[src/rtl/mpq_pkg.sv]
// Shared types and codes for the max priority queue.
// No dependencies; used by mpq_cell and max_priority_queue.
package mpq_pkg;

  localparam int unsigned PriW = 16;
  localparam int unsigned TagW = 8;
  localparam int unsigned CountOutW = 7;

  typedef logic signed [PriW-1:0] pri_t;
  typedef logic [TagW-1:0] tag_t;

  // request kinds on tuser
  localparam logic OpInsert = 1'b0;
  localparam logic OpRemove = 1'b1;

  // result status codes
  typedef enum logic [1:0] {
    StInserted = 2'd0,
    StRemoved  = 2'd1,
    StFull     = 2'd2,
    StEmpty    = 2'd3
  } status_e;

  // shift control broadcast along the cell row
  typedef struct packed {
    logic ins_en;
    logic rem_en;
  } cell_ctrl_t;

endpackage

[src/rtl/mpq_cell.sv]
// One slot of the sorted cell row: holds a priority and a tag.
// Depends on mpq_pkg.
module mpq_cell (
  input  logic                clk_i,
  input  mpq_pkg::cell_ctrl_t ctrl_i,
  input  logic                cell_valid_i,
  input  mpq_pkg::pri_t       new_pri_i,
  input  mpq_pkg::tag_t       new_tag_i,
  input  logic                prev_before_i,
  input  mpq_pkg::pri_t       prev_pri_i,
  input  mpq_pkg::tag_t       prev_tag_i,
  input  mpq_pkg::pri_t       next_pri_i,
  input  mpq_pkg::tag_t       next_tag_i,
  output logic                before_o,
  output mpq_pkg::pri_t       pri_o,
  output mpq_pkg::tag_t       tag_o
);

  mpq_pkg::pri_t pri_q, pri_d;
  mpq_pkg::tag_t tag_q, tag_d;

  // strict compare keeps equal priorities in arrival order
  assign before_o = !cell_valid_i || (new_pri_i > pri_q);

  always_comb begin
    pri_d = pri_q;
    tag_d = tag_q;
    if (ctrl_i.rem_en) begin
      pri_d = next_pri_i;
      tag_d = next_tag_i;
    end else if (ctrl_i.ins_en && before_o) begin
      if (prev_before_i) begin
        pri_d = prev_pri_i;
        tag_d = prev_tag_i;
      end else begin
        pri_d = new_pri_i;
        tag_d = new_tag_i;
      end
    end
  end

  always_ff @(posedge clk_i) begin
    pri_q <= pri_d;
    tag_q <= tag_d;
  end

  assign pri_o = pri_q;
  assign tag_o = tag_q;

endmodule

[src/rtl/max_priority_queue.sv]
// Top level of the max priority queue: stream ports, fill count, cell row.
// Depends on mpq_pkg and mpq_cell.

// A bounded queue of up to DEPTH entries kept sorted in a row of cells, the
// highest priority at the head and equal priorities in arrival order. Each
// request is an insert (tuser 0) or a remove (tuser 1) and gives exactly one
// result, registered in the cycle after it is taken. A new request can be
// taken every cycle while the result port is not stalled, as the whole row
// shifts by one cell on insert or remove. An insert into a full queue and a
// remove from an empty one leave the queue untouched and report their own
// status. No clearing pass after reset: only the fill count and out_valid_q reset.
module max_priority_queue #(
  parameter int unsigned DEPTH = 64
) (
  input  logic        clk_i,
  input  logic        rst_ni,
  input  logic        s_axis_tvalid_i,
  output logic        s_axis_tready_o,
  input  logic [23:0] s_axis_tdata_i,  // [15:0] priority_req, [23:16] tag
  input  logic [0:0]  s_axis_tuser_i,  // [0] op
  output logic        m_axis_tvalid_o,
  input  logic        m_axis_tready_i,
  output logic [31:0] m_axis_tdata_o,  // [15:0] out_priority, [23:16] out_tag,
                                       // [30:24] count, [31] zero
  output logic [1:0]  m_axis_tuser_o   // [1:0] status
);

  localparam int unsigned CW = $clog2(DEPTH + 1);

  logic [CW-1:0]       count_q, count_d;
  logic                out_valid_q;
  mpq_pkg::status_e    status_q, status_d;
  mpq_pkg::pri_t       opri_q, opri_d;
  mpq_pkg::tag_t       otag_q, otag_d;
  logic [6:0]          ocount_q, ocount_d;
  logic [CW+6:0]       count_ext;

  logic                accept;
  logic                is_remove;
  logic                full, empty;
  mpq_pkg::cell_ctrl_t ctrl;
  mpq_pkg::pri_t       new_pri;
  mpq_pkg::tag_t       new_tag;

  mpq_pkg::pri_t       pri_w    [DEPTH];
  mpq_pkg::tag_t       tag_w    [DEPTH];
  logic                before_w [DEPTH];

  assign s_axis_tready_o = !out_valid_q || m_axis_tready_i;
  assign accept    = s_axis_tvalid_i && s_axis_tready_o;
  assign is_remove = (s_axis_tuser_i[0] == mpq_pkg::OpRemove);
  assign new_pri   = s_axis_tdata_i[15:0];
  assign new_tag   = s_axis_tdata_i[23:16];
  assign full      = (count_q == CW'(DEPTH));
  assign empty     = (count_q == '0);

  assign ctrl.ins_en = accept && !is_remove && !full;
  assign ctrl.rem_en = accept && is_remove && !empty;

  always_comb begin
    count_d  = count_q;
    status_d = mpq_pkg::StInserted;
    opri_d   = '0;
    otag_d   = '0;
    if (!is_remove) begin
      if (full) begin
        status_d = mpq_pkg::StFull;
      end else begin
        count_d = count_q + 1'b1;
      end
    end else begin
      if (empty) begin
        status_d = mpq_pkg::StEmpty;
      end else begin
        status_d = mpq_pkg::StRemoved;
        opri_d   = pri_w[0];
        otag_d   = tag_w[0];
        count_d  = count_q - 1'b1;
      end
    end
  end

  // count is reported in 7 bits, wrapping for very deep queues
  assign count_ext = {7'b0, count_d};
  assign ocount_d  = count_ext[6:0];

  for (genvar i = 0; i < DEPTH; i++) begin : g_cell
    mpq_cell u_cell (
      .clk_i        (clk_i),
      .ctrl_i       (ctrl),
      .cell_valid_i (count_q > CW'(i)),
      .new_pri_i    (new_pri),
      .new_tag_i    (new_tag),
      .prev_before_i((i == 0) ? 1'b0 : before_w[(i == 0) ? 0 : i - 1]),
      .prev_pri_i   (pri_w[(i == 0) ? 0 : i - 1]),
      .prev_tag_i   (tag_w[(i == 0) ? 0 : i - 1]),
      .next_pri_i   (pri_w[(i == DEPTH - 1) ? i : i + 1]),
      .next_tag_i   (tag_w[(i == DEPTH - 1) ? i : i + 1]),
      .before_o     (before_w[i]),
      .pri_o        (pri_w[i]),
      .tag_o        (tag_w[i])
    );
  end

  always_ff @(posedge clk_i or negedge rst_ni) begin
    if (!rst_ni) begin
      count_q     <= '0;
      out_valid_q <= 1'b0;
    end else begin
      if (accept) begin
        count_q     <= count_d;
        out_valid_q <= 1'b1;
      end else if (m_axis_tready_i) begin
        out_valid_q <= 1'b0;
      end
    end
  end

  always_ff @(posedge clk_i) begin
    if (accept) begin
      status_q <= status_d;
      opri_q   <= opri_d;
      otag_q   <= otag_d;
      ocount_q <= ocount_d;
    end
  end

  assign m_axis_tvalid_o = out_valid_q;
  assign m_axis_tdata_o  = {1'b0, ocount_q, otag_q, opri_q};
  assign m_axis_tuser_o  = status_q;

endmodule
[config.mk]
export PLATFORM = sky130hd
export DESIGN_NAME = max_priority_queue
export DESIGN_NICKNAME = d
export VERILOG_FILES = /design/src/rtl/mpq_pkg.sv /design/src/rtl/mpq_cell.sv /design/src/rtl/max_priority_queue.sv
export SDC_FILE = /design/constraint.sdc
export NUM_CORES = 2
export LEC_CHECK = 0
export CORE_MARGIN = 5
export CORE_UTILIZATION = 25
export DETAILED_ROUTE_END_ITERATION = 10
export DONT_BUFFER_PORTS = 1
export HOLD_SLACK_MARGIN = 0.02
export MAX_ROUTING_LAYER = met4
export PLACE_DENSITY_LB_ADDON = 0.15
export SLEW_MARGIN = 20
export SYNTH_ARGS = -nofsm -noshare
export SYNTH_HDL_FRONTEND = slang
export SYNTH_SLANG_ARGS = --single-unit
export TNS_END_PERCENT = 5
[constraint.sdc]
create_clock -name clk_i -period 6.5 [get_ports clk_i]
set_input_delay 0.65 -clock clk_i [delete_from_list [all_inputs] [get_ports clk_i]]
set_output_delay 0.65 -clock clk_i [all_outputs]
set_load 0.02 [all_outputs]
==> impl_metrics.yaml <==
cts:
  cts_tree: "built"
  clk_latency_ps: 940
  clock_path_buffers: 4
  cts.sink_count: 1577
  cts_htree_levels: 4
  cts_inserted_buffers: 207
  cts.reportedPaths.clkPinSlew_ps: 60
  cts-root-buf: "clkbuf_16"
  postCtsSetupBuffers: 0
setup_path:
  cp-end-kind: "flop"
  path_buf_inv: 3
  worstPathCellList: "inv_1, ha_1, nand2b_1, o31a_2, nand2_4, buf_12, nand2_1, buf_4, or2_2, o22ai_1, nor3b_1"
  crit_fanout: 41
  cp.arrival_ps: 5370
  crit_type: "flop to flop"
  crit_family: "simple AND/OR/NAND/NOR gates"
  cpPeakStageDelay_ps: 660
  required_ps: 7220
  slowest_stage: "o31a_2"
  cp-start-kind: "flop"
power:
  ir_drop_uv: 226
  power.density_nw_per_um2: 415
  p_leak_nw: 49.5
sta:
  tightestPinTransition_ps: 1240
  hold_viol: 0
  post-route-min-period_ps: 4650
  slew_violations: 0
  finalSetupViolations: 0
  fmax_mhz: 215
  max-slew-margin-rel_pct: 16.9
  rsz0062_at_grt: "no"
  setup_ws_ps: 1850
  tns_ps: 0
  min_period_over_period_pct: 71.5
  clock_skew_ps: 50.8
die:
  dieHeight_um: 683
  core-area_sq_um: 452000
  start_util_pct: 25.0
  ios: 65
  die_area_sq_um: 466000
  die_x_um: 683
  num_rows: 247
routing:
  routed_via_density: 5.63
  dr.pass1.iters: 7
  vias: 99089
  drt_iter0_drc: 11314
  wl_per_cell_um: 30.5
  antenna_left: 0
  post-route-drc-count: 0
  drt-total-wl_mm: 537
layout:
  final_common_cell: "edfxtp_1"
  nets: 12482
  drive_above_1_share_pct: 8.30
  syn_to_final_growth_pct: 11.9
  fin_util_pct: 28.0
  stdcell_count: 17608
  final_cell_mix: "edfxtp_1, inv_1, ha_1"
yosys:
  netlist_area_sq_um: 113000
  synthTopCellsByArea: "edfxtp_1, ha_1, mux2i_1, inv_1, a21oi_1"
  synth_area_leader_cell: "edfxtp_1"
  synth_nets: 12960
  ys_ff_latch: 1577
  ys.flop_type: "edfxtp_1"
  synth-seq-area-share_pct: 41.8
  syn_inst: 11902
  synth_compound_area_share_pct: 22.4
  synth_top_family_by_area: "compound AO/OA/AOI/OAI gates"
  synthAdderAreaFrac_pct: 11.4
  async_flop_share_pct: 0.507
  ys_warn_count: 0
  yosysUniqueCellTypes: 88
  synthXorXnorAreaFrac_pct: 0.0155
  synthSimpleGateAreaFrac_pct: 12.2
  synth_mux_area_share_pct: 4.88
  syn_area_per_cell_sq_um: 9.51
  synth_edf_count: 1569
  yosys.area.top_type_share_pct: 41.6
place:
  dp_hpwl_mm: 355
  dp_slack_ps: 1770
  port_buffers: 0
  gp_congestion: 0.902
  dp_cells: 17163
outcome:
  status: "finished, final reports clean"
min_path:
  hold_class: "input port to flop"
global_route:
  grt_max_degree: 186
  grt_pass1_vias: 96426
  grt_pass1_wl_mm: 745
  track_usage_pct: 22.6
  gr-total-overflow: 0
  antenna_found_initial: 47
run:
  maxCapViolCount: 0
logic make-up (layout without fill, tap and decap cells):
kind of cell,Yosys count,in the layout
simple gates,3038,3038
mux,550,550
compound gates,3638,3638
xor+xnor,2,2
flops,1577,1577
other cells,1,43
buf+inv,2067,1755
fa+ha+maj,1029,1029
power breakdown:
group | switching [mW] | leakage, nW | internal, mW | total [mW]
logic | 14.0 | 31.3 | 8.02 | 22.0
clock network | 5.06 | 3.27 | 6.87 | 11.9
registers | 3.01 | 14.9 | 15.6 | 18.6
total | 22.1 | 49.5 | 30.5 | 52.6
synth_stat cells (234+ instances only):
library cell	count
mux2i_1	533
nand2_1	1029
ha_1	1029
o21ai_0	713
nor3_1	388
nand4_1	234
clkbuf_1	715
edfxtp_1	1569
inv_1	1091
nand3_1	270
a21oi_1	810
nor2_1	786
routing by layer:
| layer | global-route usage (%) | vias up | wire length [um] |
|---|---|---|---|
| li1 | - | 44028 | - |
| met1 | 29.1 | 50128 | 230000 |
| met2 | 34.4 | 4085 | 240000 |
| met3 | 4.02 | 848 | 39800 |
| met4 | 10.6 | 0 | 27800 |
| met5 | - | - | 0 |
per-stage QoR:
step / instance area [sq um] / total power [mW] / hold slack [ps]
2_1_floorplan: 113000 / 32.3 / 354
3_3_place_gp: 119000 / 39.8 / 355
3_5_place_dp: 119000 / 40.4 / 355
4_1_cts: 126000 / 52.6 / 20.0
5_1_grt: 127000 / 55.3 / 19.1
6_report: 127000 / 52.6 / 59.2
sequential cells by signal, indices dropped and copies added (netlist names):
register / count
m_axis_tuser_o: 2
count_q: 7
g_cell.u_cell.pri_o: 1024
opri_q: 16
m_axis_tvalid_o: 1
ocount_q: 7
g_cell.u_cell.tag_o: 512
otag_q: 8
path summary, 6_finish.rpt:
check / start / endpoint / slack (ps) / cells after the start
hold / removal: s_axis_tdata_i[4] / g_cell[7].u_cell.pri_o[4] / 60 / 1
setup / recovery: count_q[0] / g_cell[26].u_cell.pri_o[6] / 1850 / 11
hold reg to reg: g_cell[63].u_cell.tag_o[4] / g_cell[62].u_cell.tag_o[4] / 530 / 2
min in group asynchronous: rst_ni / count_q[4] / 240 / 1
max in group asynchronous: rst_ni / count_q[6] / 5750 / 1
setup reg to reg: count_q[0] / g_cell[26].u_cell.pri_o[6] / 1850 / 11
cell type report:
cell class	instances	area, sq um
fillers	47488	325000
multi-input cells	8258	58400
flip-flops and latches	1577	47300
well taps	5976	7480
clock buffers	252	5410
inverters	1092	4100
repair buffers	288	2530
clock inverters	123	1250
diodes	42	105
repair_timing:
item,in CTS,in global routing
hold buffers,24,4
hold endpoints to repair,52,5
resized for setup,0,0
Power figures use the tool's default switching activity.
